==> src/design/dgrc_pkg.sv <==
`default_nettype none

package dgrc_pkg;

  localparam int unsigned OP_W = 2;
  localparam int unsigned NI_W = 5;
  localparam int unsigned ST_W = 3;

  typedef enum logic [OP_W-1:0] {
    OP_CLEAR    = 2'd0,
    OP_ADD_NODE = 2'd1,
    OP_ADD_EDGE = 2'd2,
    OP_VALIDATE = 2'd3
  } op_e;

  typedef enum logic [ST_W-1:0] {
    ST_OK         = 3'd0,
    ST_FULL       = 3'd1,
    ST_BAD_INDEX  = 3'd2,
    ST_EDGES_FULL = 3'd3,
    ST_DUPLICATE  = 3'd4,
    ST_INVALID    = 3'd5
  } status_e;

  typedef enum logic [2:0] {
    S_IDLE,
    S_EXEC,
    S_SCAN,
    S_POP,
    S_LOAD,
    S_CNT,
    S_EDGE,
    S_DONE
  } state_e;

  typedef struct packed {
    logic    latch_in;
    logic    do_clear;
    logic    do_add_node;
    logic    do_edge_write;
    logic    ek_clr;
    logic    ek_inc;
    logic    walk_sel;
    logic    walk_init;
    logic    q_pop;
    logic    cur_load;
    logic    walk_visit;
    logic    path_we;
    logic    path_val;
    logic    res_load;
    status_e res_status;
    logic    out_load;
  } dp_cmd_t;

  typedef struct packed {
    op_e  op;
    logic node_full;
    logic bad_index;
    logic list_full;
    logic ec_zero;
    logic scan_hit;
    logic scan_last;
    logic no_nodes;
    logic q_empty;
    logic t_bad;
    logic all_reached;
  } dp_sts_t;

endpackage

`default_nettype wire

==> src/design/dgrc_dp.sv <==
`default_nettype none

module dgrc_dp #(
  parameter int unsigned MAX_NODES = 32,
  parameter int unsigned MAX_EDGES = 4
) (
  input  wire logic                           clk_i,
  input  wire logic                           rst_ni,
  input  wire logic [dgrc_pkg::OP_W-1:0]      opcode_i,
  input  wire logic [dgrc_pkg::NI_W-1:0]      source_node_i,
  input  wire logic [dgrc_pkg::NI_W-1:0]      target_node_i,
  input  wire dgrc_pkg::dp_cmd_t              cmd_i,
  output dgrc_pkg::dp_sts_t                   sts_o,
  output logic      [dgrc_pkg::ST_W-1:0]      status_o,
  output logic      [dgrc_pkg::NI_W-1:0]      node_index_o,
  output logic                                graph_valid_o
);
  import dgrc_pkg::*;

  localparam int unsigned NC_W     = $clog2(MAX_NODES + 1);
  localparam int unsigned QI_W     = $clog2(MAX_NODES);
  localparam int unsigned EC_W     = $clog2(MAX_EDGES + 1);
  localparam int unsigned ET_DEPTH = MAX_NODES * MAX_EDGES;
  localparam int unsigned EA_W     = $clog2(ET_DEPTH);

  function automatic logic [EA_W-1:0] edge_addr(input logic [NI_W-1:0] node,
                                                input logic [EC_W-1:0] k);
    edge_addr = EA_W'(32'(node) * MAX_EDGES + 32'(k));
  endfunction

  // latched request
  logic [OP_W-1:0] op_q;
  logic [NI_W-1:0] src_q, dst_q;

  logic [NC_W-1:0]    nc_q;
  logic [EC_W-1:0]    ec_q [MAX_NODES];
  logic               path_q;
  logic [MAX_NODES-1:0] visited_q;
  logic [NC_W-1:0]    head_q, tail_q;
  logic [NI_W-1:0]    cur_q;
  logic [EC_W-1:0]    ek_q, ek_d;
  status_e            res_status_q;
  logic [NI_W-1:0]    res_index_q;
  logic [ST_W-1:0]    status_q;
  logic [NI_W-1:0]    node_index_q;
  logic               graph_valid_q;

  logic [NI_W-1:0] et_mem [ET_DEPTH];
  logic [NI_W-1:0] et_rd_q;
  logic [NI_W-1:0] q_mem [MAX_NODES];
  logic [NI_W-1:0] q_rd_q;

  logic [QI_W-1:0] ec_idx;
  logic [EC_W-1:0] ec_rd;
  logic [NI_W-1:0] sel_node;
  logic [EA_W-1:0] et_raddr, et_waddr;
  logic [QI_W-1:0] t_idx;
  logic            visit_new;
  logic            q_we;
  logic [QI_W-1:0] q_waddr;
  logic [NI_W-1:0] q_wdata;

  always_ff @(posedge clk_i) begin
    if (cmd_i.latch_in) begin
      op_q  <= opcode_i;
      src_q <= source_node_i;
      dst_q <= target_node_i;
    end
  end

  assign sel_node = cmd_i.walk_sel ? cur_q : src_q;
  assign ec_idx   = QI_W'(sel_node);
  assign ec_rd    = ec_q[ec_idx];

  always_comb begin
    ek_d = ek_q;
    if (cmd_i.ek_clr) begin
      ek_d = '0;
    end else if (cmd_i.ek_inc) begin
      ek_d = ek_q + EC_W'(1);
    end
  end

  // read runs one slot ahead: et_rd_q matches ek_q
  assign et_raddr = edge_addr(sel_node, ek_d);
  assign et_waddr = edge_addr(src_q, ec_rd);

  always_ff @(posedge clk_i) begin
    if (cmd_i.do_edge_write) begin
      et_mem[et_waddr] <= dst_q;
    end
    et_rd_q <= et_mem[et_raddr];
  end

  assign t_idx     = QI_W'(et_rd_q);
  assign visit_new = !visited_q[t_idx] && (tail_q < NC_W'(MAX_NODES));
  assign q_we      = cmd_i.walk_init || (cmd_i.walk_visit && visit_new);
  assign q_waddr   = cmd_i.walk_init ? '0 : tail_q[QI_W-1:0];
  assign q_wdata   = cmd_i.walk_init ? '0 : et_rd_q;

  always_ff @(posedge clk_i) begin
    if (q_we) begin
      q_mem[q_waddr] <= q_wdata;
    end
    q_rd_q <= q_mem[head_q[QI_W-1:0]];
  end

  always_ff @(posedge clk_i or negedge rst_ni) begin
    if (!rst_ni) begin
      nc_q      <= '0;
      path_q    <= 1'b0;
      visited_q <= '0;
      head_q    <= '0;
      tail_q    <= '0;
      ek_q      <= '0;
      for (int i = 0; i < MAX_NODES; i++) begin
        ec_q[i] <= '0;
      end
    end else begin
      ek_q <= ek_d;
      if (cmd_i.do_clear) begin
        nc_q   <= '0;
        path_q <= 1'b0;
        for (int i = 0; i < MAX_NODES; i++) begin
          ec_q[i] <= '0;
        end
      end else if (cmd_i.do_add_node) begin
        ec_q[nc_q[QI_W-1:0]] <= '0;
        nc_q                 <= nc_q + NC_W'(1);
      end else if (cmd_i.do_edge_write) begin
        ec_q[ec_idx] <= ec_rd + EC_W'(1);
      end
      if (cmd_i.path_we) begin
        path_q <= cmd_i.path_val;
      end
      if (cmd_i.walk_init) begin
        visited_q <= MAX_NODES'(1);
        head_q    <= '0;
        tail_q    <= NC_W'(1);
      end else begin
        if (cmd_i.q_pop) begin
          head_q <= head_q + NC_W'(1);
        end
        if (cmd_i.walk_visit && visit_new) begin
          visited_q[t_idx] <= 1'b1;
          tail_q           <= tail_q + NC_W'(1);
        end
      end
    end
  end

  always_ff @(posedge clk_i) begin
    if (cmd_i.cur_load) begin
      cur_q <= q_rd_q;
    end
    if (cmd_i.res_load) begin
      res_status_q <= cmd_i.res_status;
      res_index_q  <= cmd_i.do_add_node ? NI_W'(nc_q) : '0;
    end
    if (cmd_i.out_load) begin
      status_q      <= res_status_q;
      node_index_q  <= res_index_q;
      graph_valid_q <= path_q;
    end
  end

  assign status_o      = status_q;
  assign node_index_o  = node_index_q;
  assign graph_valid_o = graph_valid_q;

  always_comb begin
    sts_o.op          = op_e'(op_q);
    sts_o.node_full   = nc_q == NC_W'(MAX_NODES);
    sts_o.bad_index   = (32'(src_q) >= 32'(nc_q)) || (32'(dst_q) >= 32'(nc_q));
    sts_o.list_full   = ec_rd == EC_W'(MAX_EDGES);
    sts_o.ec_zero     = ec_rd == '0;
    sts_o.scan_hit    = et_rd_q == dst_q;
    sts_o.scan_last   = (ek_q + EC_W'(1)) == ec_rd;
    sts_o.no_nodes    = nc_q == '0;
    sts_o.q_empty     = head_q == tail_q;
    sts_o.t_bad       = 32'(et_rd_q) >= 32'(nc_q);
    sts_o.all_reached = tail_q == nc_q;
  end

  a_head_le_tail: assert property (@(posedge clk_i) disable iff (!rst_ni)
    head_q <= tail_q)
    else $error("queue head passed tail");

  a_bounds: assert property (@(posedge clk_i) disable iff (!rst_ni)
    (tail_q <= NC_W'(MAX_NODES)) && (nc_q <= NC_W'(MAX_NODES)))
    else $error("node or queue count beyond capacity");

  a_edge_room: assert property (@(posedge clk_i) disable iff (!rst_ni)
    cmd_i.do_edge_write |-> (ec_rd < EC_W'(MAX_EDGES)) && !sts_o.bad_index)
    else $error("edge written into full or invalid list");

  a_clear: assert property (@(posedge clk_i) disable iff (!rst_ni)
    cmd_i.do_clear |=> (nc_q == '0) && !path_q)
    else $error("clear left state behind");

  a_walk_start: assert property (@(posedge clk_i) disable iff (!rst_ni)
    cmd_i.walk_init |=> (head_q == '0) && (tail_q == NC_W'(1)) && visited_q[0])
    else $error("walk did not start from node zero");

endmodule

`default_nettype wire

==> src/design/dgrc_ctrl.sv <==
`default_nettype none

module dgrc_ctrl (
  input  wire logic              clk_i,
  input  wire logic              rst_ni,
  input  wire logic              in_valid_i,
  output logic                   in_ready_o,
  output logic                   out_valid_o,
  input  wire logic              out_ready_i,
  input  wire dgrc_pkg::dp_sts_t sts_i,
  output dgrc_pkg::dp_cmd_t      cmd_o
);
  import dgrc_pkg::*;

  state_e state_q, state_d;
  logic   out_valid_q;
  logic   out_free;

  assign out_free = !out_valid_q || out_ready_i;

  always_comb begin
    state_d = state_q;
    case (state_q)
      S_IDLE: begin
        if (in_valid_i) state_d = S_EXEC;
      end
      S_EXEC: begin
        case (sts_i.op)
          OP_ADD_EDGE: begin
            if (!sts_i.bad_index && !sts_i.list_full && !sts_i.ec_zero) begin
              state_d = S_SCAN;
            end else begin
              state_d = S_DONE;
            end
          end
          OP_VALIDATE: state_d = sts_i.no_nodes ? S_DONE : S_POP;
          default:     state_d = S_DONE;
        endcase
      end
      S_SCAN: begin
        if (sts_i.scan_hit || sts_i.scan_last) state_d = S_DONE;
      end
      S_POP:  state_d = sts_i.q_empty ? S_DONE : S_LOAD;
      S_LOAD: state_d = S_CNT;
      S_CNT:  state_d = sts_i.ec_zero ? S_DONE : S_EDGE;
      S_EDGE: begin
        if (sts_i.t_bad) begin
          state_d = S_DONE;
        end else if (sts_i.scan_last) begin
          state_d = S_POP;
        end
      end
      S_DONE: begin
        if (out_free) state_d = S_IDLE;
      end
      default: state_d = S_IDLE;
    endcase
  end

  always_comb begin
    cmd_o            = '0;
    cmd_o.res_status = ST_OK;
    case (state_q)
      S_IDLE: cmd_o.latch_in = in_valid_i;
      S_EXEC: begin
        case (sts_i.op)
          OP_CLEAR: begin
            cmd_o.do_clear = 1'b1;
            cmd_o.res_load = 1'b1;
          end
          OP_ADD_NODE: begin
            cmd_o.res_load = 1'b1;
            if (sts_i.node_full) begin
              cmd_o.res_status = ST_FULL;
            end else begin
              cmd_o.do_add_node = 1'b1;
            end
          end
          OP_ADD_EDGE: begin
            if (sts_i.bad_index) begin
              cmd_o.res_load   = 1'b1;
              cmd_o.res_status = ST_BAD_INDEX;
            end else if (sts_i.list_full) begin
              cmd_o.res_load   = 1'b1;
              cmd_o.res_status = ST_EDGES_FULL;
            end else if (sts_i.ec_zero) begin
              cmd_o.do_edge_write = 1'b1;
              cmd_o.res_load      = 1'b1;
            end else begin
              cmd_o.ek_clr = 1'b1;
            end
          end
          OP_VALIDATE: begin
            if (sts_i.no_nodes) begin
              cmd_o.path_we    = 1'b1;
              cmd_o.res_load   = 1'b1;
              cmd_o.res_status = ST_INVALID;
            end else begin
              cmd_o.walk_init = 1'b1;
            end
          end
          default: cmd_o.res_load = 1'b0;
        endcase
      end
      S_SCAN: begin
        if (sts_i.scan_hit) begin
          cmd_o.res_load   = 1'b1;
          cmd_o.res_status = ST_DUPLICATE;
        end else if (sts_i.scan_last) begin
          cmd_o.do_edge_write = 1'b1;
          cmd_o.res_load      = 1'b1;
        end else begin
          cmd_o.ek_inc = 1'b1;
        end
      end
      S_POP: begin
        cmd_o.walk_sel = 1'b1;
        if (sts_i.q_empty) begin
          // every reached node was enqueued once, so tail counts the visited set
          cmd_o.path_we    = 1'b1;
          cmd_o.path_val   = sts_i.all_reached;
          cmd_o.res_load   = 1'b1;
          cmd_o.res_status = sts_i.all_reached ? ST_OK : ST_INVALID;
        end else begin
          cmd_o.q_pop = 1'b1;
        end
      end
      S_LOAD: begin
        cmd_o.walk_sel = 1'b1;
        cmd_o.cur_load = 1'b1;
      end
      S_CNT: begin
        cmd_o.walk_sel = 1'b1;
        if (sts_i.ec_zero) begin
          cmd_o.path_we    = 1'b1;
          cmd_o.res_load   = 1'b1;
          cmd_o.res_status = ST_INVALID;
        end else begin
          cmd_o.ek_clr = 1'b1;
        end
      end
      S_EDGE: begin
        cmd_o.walk_sel = 1'b1;
        if (sts_i.t_bad) begin
          cmd_o.path_we    = 1'b1;
          cmd_o.res_load   = 1'b1;
          cmd_o.res_status = ST_INVALID;
        end else begin
          cmd_o.walk_visit = 1'b1;
          cmd_o.ek_inc     = !sts_i.scan_last;
        end
      end
      S_DONE:  cmd_o.out_load = out_free;
      default: cmd_o.latch_in = 1'b0;
    endcase
  end

  always_ff @(posedge clk_i or negedge rst_ni) begin
    if (!rst_ni) begin
      state_q     <= S_IDLE;
      out_valid_q <= 1'b0;
    end else begin
      state_q <= state_d;
      if (cmd_o.out_load) begin
        out_valid_q <= 1'b1;
      end else if (out_ready_i) begin
        out_valid_q <= 1'b0;
      end
    end
  end

  assign in_ready_o  = state_q == S_IDLE;
  assign out_valid_o = out_valid_q;

endmodule

`default_nettype wire

==> src/design/directed_graph_reachability_checker_core.sv <==
// Directed graph reachability checker.
// Request channel (in_valid_i/in_ready_o): opcode_i, source_node_i, target_node_i.
// Response channel (out_valid_o/out_ready_i): status_o, node_index_o, graph_valid_o;
// one response per request, in request order.
// Work from request accept to response valid:
//   clear, add node, rejected add edge, validate with no nodes: no scan or walk.
//   add edge: the duplicate scan reads one target a cycle from the edge-target
//   RAM over the edges already on the source node and stops early on a hit.
//   validate: the walk pops one node from the queue RAM, then checks one edge
//   a cycle; it stops early when it fails.
// One request is in flight at a time; a new request is taken as soon as the
// previous response sits in the output register, even if not yet taken.
// If the receiver stalls, the response holds and a following request runs
// to completion then waits in the controller until the output frees.
// Reset empties the graph (no nodes, all edge counts zero, valid flag low);
// no clearing pass is needed.
`default_nettype none

module directed_graph_reachability_checker_core #(
  parameter int unsigned MAX_NODES = 32,
  parameter int unsigned MAX_EDGES = 4
) (
  input  wire logic                      clk_i,
  input  wire logic                      rst_ni,
  input  wire logic                      in_valid_i,
  output logic                           in_ready_o,
  input  wire logic [dgrc_pkg::OP_W-1:0] opcode_i,
  input  wire logic [dgrc_pkg::NI_W-1:0] source_node_i,
  input  wire logic [dgrc_pkg::NI_W-1:0] target_node_i,
  output logic                           out_valid_o,
  input  wire logic                      out_ready_i,
  output logic      [dgrc_pkg::ST_W-1:0] status_o,
  output logic      [dgrc_pkg::NI_W-1:0] node_index_o,
  output logic                           graph_valid_o
);
  import dgrc_pkg::*;

  dp_cmd_t cmd;
  dp_sts_t sts;

  dgrc_ctrl u_ctrl (
    .clk_i       (clk_i),
    .rst_ni      (rst_ni),
    .in_valid_i  (in_valid_i),
    .in_ready_o  (in_ready_o),
    .out_valid_o (out_valid_o),
    .out_ready_i (out_ready_i),
    .sts_i       (sts),
    .cmd_o       (cmd)
  );

  dgrc_dp #(
    .MAX_NODES (MAX_NODES),
    .MAX_EDGES (MAX_EDGES)
  ) u_dp (
    .clk_i         (clk_i),
    .rst_ni        (rst_ni),
    .opcode_i      (opcode_i),
    .source_node_i (source_node_i),
    .target_node_i (target_node_i),
    .cmd_i         (cmd),
    .sts_o         (sts),
    .status_o      (status_o),
    .node_index_o  (node_index_o),
    .graph_valid_o (graph_valid_o)
  );

endmodule

`default_nettype wire
==> config.mk <==
export PLATFORM = sky130hd
export DESIGN_NAME = directed_graph_reachability_checker_core
export DESIGN_NICKNAME = d
export VERILOG_FILES = /design/src/design/dgrc_pkg.sv /design/src/design/dgrc_dp.sv /design/src/design/dgrc_ctrl.sv /design/src/design/directed_graph_reachability_checker_core.sv
export SDC_FILE = /design/constraint.sdc
export NUM_CORES = 2
export LEC_CHECK = 0
export BUFFER_PORTS_ARGS = -buffer_cell sky130_fd_sc_hd__clkbuf_2
export CAP_MARGIN = 20
export CORE_UTILIZATION = 50
export CTS_CLUSTER_DIAMETER = 60
export DETAILED_ROUTE_END_ITERATION = 8
export PLACE_DENSITY_LB_ADDON = 0.2
export SYNTH_ARGS = -nofsm -noshare
export SYNTH_HDL_FRONTEND = slang
export SYNTH_SLANG_ARGS = --single-unit
==> constraint.sdc <==
create_clock -name clk_i -period 6.65 [get_ports clk_i]
set_input_delay 0.3325 -clock clk_i [delete_from_list [all_inputs] [get_ports clk_i]]
set_output_delay 0.3325 -clock clk_i [all_outputs]
set_load 0.01 [all_outputs]
==> results.toml <==
[clocking]
cts.clk_slew.worst_paths_ns = 0.06
cts-root-buf = "clkbuf_16"
cts_tree = "yes"
worstSkewPairLatency_ns = 0.68
htreeDepth = 3
clock_sinks = 998
numCtsBuffers = 104
clock_path_buffers = 3

[power_and_ir_drop]
ir_drop_uv = 724
p_per_area_nw_per_um2 = 572
power_leakage_nw = 16.6
power_mw = 27.6

[final_layout]
area_growth_pct = 13.2
final_nets = 3234
final_design_area_no_fill_um2 = 48100
final_layout_size_suffix_gt1_share_pct = 14.7
num_antenna_cells = 0

[critical_path]
slowest_delay_ns = 0.57
path_class = "flop to flop"
worst-path-buf-inv = 8
crit_arrival_ns = 6.90
crit_family = "compound AO/OA/AOI/OAI gates"
cp_cell_sequence = "buf_4, nand3b_1, buf_4, nand3_1, buf_4, and3_1, a211oi_1, o21a_1, or4_1, nor2_2, inv_1, ha_1, inv_1, a41oi_1, a32o_1, a211oi_4, buf_12, buf_4, buf_4, mux2i_1, o22ai_1, o311ai_0, o221ai_1, o31a_1"
cp.required_ns = 7.22
cpMaxStageDelayCell = "or4_1"
critPathMaxFanout = 21
worstSetupStartpointType = "flop"
path_common_cell = "buf_4"
cp-end-kind = "flop"

[logic_synthesis]
syn-mean-instance-area_um2 = 13.7
synth_top_area_share_pct = 58.9
ys_ff_latch = 998
syn_nets = 3142
synth_edf_count = 834
synth_top_cell_by_area = "edfxtp_1"
syn_area_um2 = 42500
async_flop_share_pct = 15.4
seq_area_frac_synth_pct = 68.4
yosysWarnings = 0
syn_inst = 3098
synth_cell_types = 90
ys.flop_type = "edfxtp_1"
synth.area.top_cells = "edfxtp_1 59%, dfrtp_1 9.1%, mux4_2 5.0%"

[floorplan]
core_area_um2 = 84000
fp-row-count = 106
ios = 27
die_w_um = 294
die-area_um2 = 86300
die_h_um = 294
start_util_pct = 50.7

[route]
route.detailed.drc = 0
avgRoutedWirePerCell_um = 25.9
drt-total-wl_um = 114000
final_antenna_net_count = 0
dr.pass1.iters = 8
drt_iter0_drc = 3070
vias_per_cell = 6.23
num_vias = 27500

[global_route]
grt_overflow_total = 0
grt_max_degree = 96
grt_pass1_vias = 27000
antenna_found_initial = 0
grtUsageTotal_pct = 26.8
grt_pass1_wl_um = 173000

[place]
gp_congestion = 0.935
place_ws_ns = 0.156
io_buffers = 26
hpwl_um = 74300
place_area_um2 = 44300

[timing]
slew_violations = 0
setup_tns_ns = 0
setup_viol = 0
fin_crit_ns = 6.33
hold_violations = 0
finalCritPeriodShare_pct = 95.3
tightest_slew_ns = 1.20
max_freq_mhz = 158
setup_slack_ns = 0.316
finClkSkew_ns = 0.0407
slew_headroom_pct = 19.6

[run_status]
outcome = "finished clean"

[hold_path]
hold_path_class = "input port to flop"

[job]
max_cap_violations = 0
[sequential cells by signal, summed over array words and instances, names as in the netlist, 5 cells and up]
| register | count |
|---|---|
| u_dp.src_q | 5 |
| u_dp.node_index_o | 5 |
| u_dp.visited_q | 32 |
| u_dp.ec_q | 96 |
| u_dp.head_q | 6 |
| u_dp.q_rd_q | 5 |
| u_dp.et_rd_q | 5 |
| u_dp.q_mem | 160 |
| u_dp.et_mem | 640 |
| u_dp.res_index_q | 5 |
| u_dp.dst_q | 5 |
| u_dp.nc_q | 6 |
| u_dp.tail_q | 6 |
| u_dp.cur_q | 5 |
[worst reg2reg max path, cell delays in order, from the launching register on]
cell and delay (ns):
dfrtp_1 0.42, buf_4 0.23, nand3b_1 0.14, buf_4 0.19, nand3_1 0.41, buf_4 0.22, and3_1 0.16, a211oi_1 0.05
o21a_1 0.20, or4_1 0.57, nor2_2 0.13, inv_1 0.07, ha_1 0.24, inv_1 0.11, a41oi_1 0.22, a32o_1 0.36
a211oi_4 0.25, buf_12 0.18, buf_4 0.37, buf_4 0.31, mux2i_1 0.31, o22ai_1 0.11, o311ai_0 0.48, o221ai_1 0.33
o31a_1 0.19
[what timing repair did]
item / in CTS / in global routing
resized for setup: 0 / 10
endpoints found under the hold margin: 106 / 0
buffers inserted: 0 / 0
hold buffers: 13 / 0
setup endpoints to repair: 0 / 5
[layout by cell type (no fill, tap or decap), drive strengths merged, types with 14 or more instances in the layout]
cell type,n
clkbuf,163
a2111oi,16
xnor2,24
clkinv,30
a22oi,26
a31oi,38
a211oi,25
mux2i,102
o21ai,120
nor3,52
dfrtp,154
nor2,280
nand4,24
buf,129
mux4,96
and3,31
mux2,29
and2,33
nand3,185
bufinv,16
inv,41
o211ai,14
edfxtp,834
a21oi,128
xor2,15
ha,28
nand2,400
o22ai,26
[path summary, 6_finish.rpt]
check	startpoint	to	slack, ns	cells after the start
max in group asynchronous	rst_ni	u_dp.ec_q[63]	4.95	3
min	out_ready_i	u_ctrl.out_valid_o	0.06	3
max reg2reg	u_ctrl.state_q[1]	u_dp.et_rd_q[0]	0.32	24
min in group asynchronous	rst_ni	u_ctrl.out_valid_o	0.33	2
min reg2reg	u_dp.q_rd_q[4]	u_dp.cur_q[4]	0.41	0
max	u_ctrl.state_q[1]	u_dp.et_rd_q[0]	0.32	24
[cell usage after synthesis (14+ instances only)]
cell type  count
a2111oi_0     15
a211oi_1      24
a21oi_1      126
a22oi_1       26
a31oi_1       38
and2_1        32
and3_1        31
buf_2         23
buf_4         16
clkbuf_1     120
dfrtp_1      154
edfxtp_1     834
ha_1          28
inv_1         32
mux2_2        28
mux2i_1      101
mux4_2        94
nand2_1      400
nand3_1      185
nand4_1       24
nor2_1       278
nor3_1        51
o211ai_1      14
o21ai_0      116
o22ai_1       26
xnor2_1       24
xor2_1        15
[final cells by class]
class,count,area (µm²)
Sequential cell,998,29100
Fill cell,6545,35800
Multi-Input combinational cell,1881,12500
Timing Repair Buffer,169,1380
Inverter,36,143
Tap cell,1134,1420
Clock inverter,59,781
Clock buffer,136,2800
[metal layers]
metal / track usage, % / part of all wire, %
met2: 42.0 / 46
met3: 3.71 / 7.8
met4: 7.89 / 2.7
met5: 0 / 0
met1: 39.3 / 43
[power breakdown]
| group | switching (mW) | leakage, nW | internal (mW) |
|---|---|---|---|
| logic | 8.87 | 5.21 | 5.02 |
| clock network | 2.45 | 1.74 | 3.61 |
| registers | 0.302 | 9.70 | 7.31 |
[per-stage QoR]
stage / utilization [%] / hold WS, ns / instances
after floorplan: - / 0.0369 / 3098
after global placement: 52.8 / 0.394 / 4200
after detailed placement: 52.8 / 0.392 / 4200
after CTS: 57.2 / 0.0288 / 4408
after global routing: 57.3 / 0.0523 / 4413
final: 57.3 / 0.0585 / 4413
[kinds of logic (layout without fill, tap and decap cells)]
group | count (synthesis) | after routing | synth area share [%]
flops | 998 | 998 | 68.4
fa+ha+maj | 28 | 28 | 0.823
buf+inv | 219 | 400 | 2.41
simple gates | 1058 | 1058 | 11.0
compound gates | 529 | 529 | 8.26
xor+xnor | 39 | 39 | 0.803
mux | 227 | 227 | 8.30
Note: power is estimated with default switching activity, not from simulation.
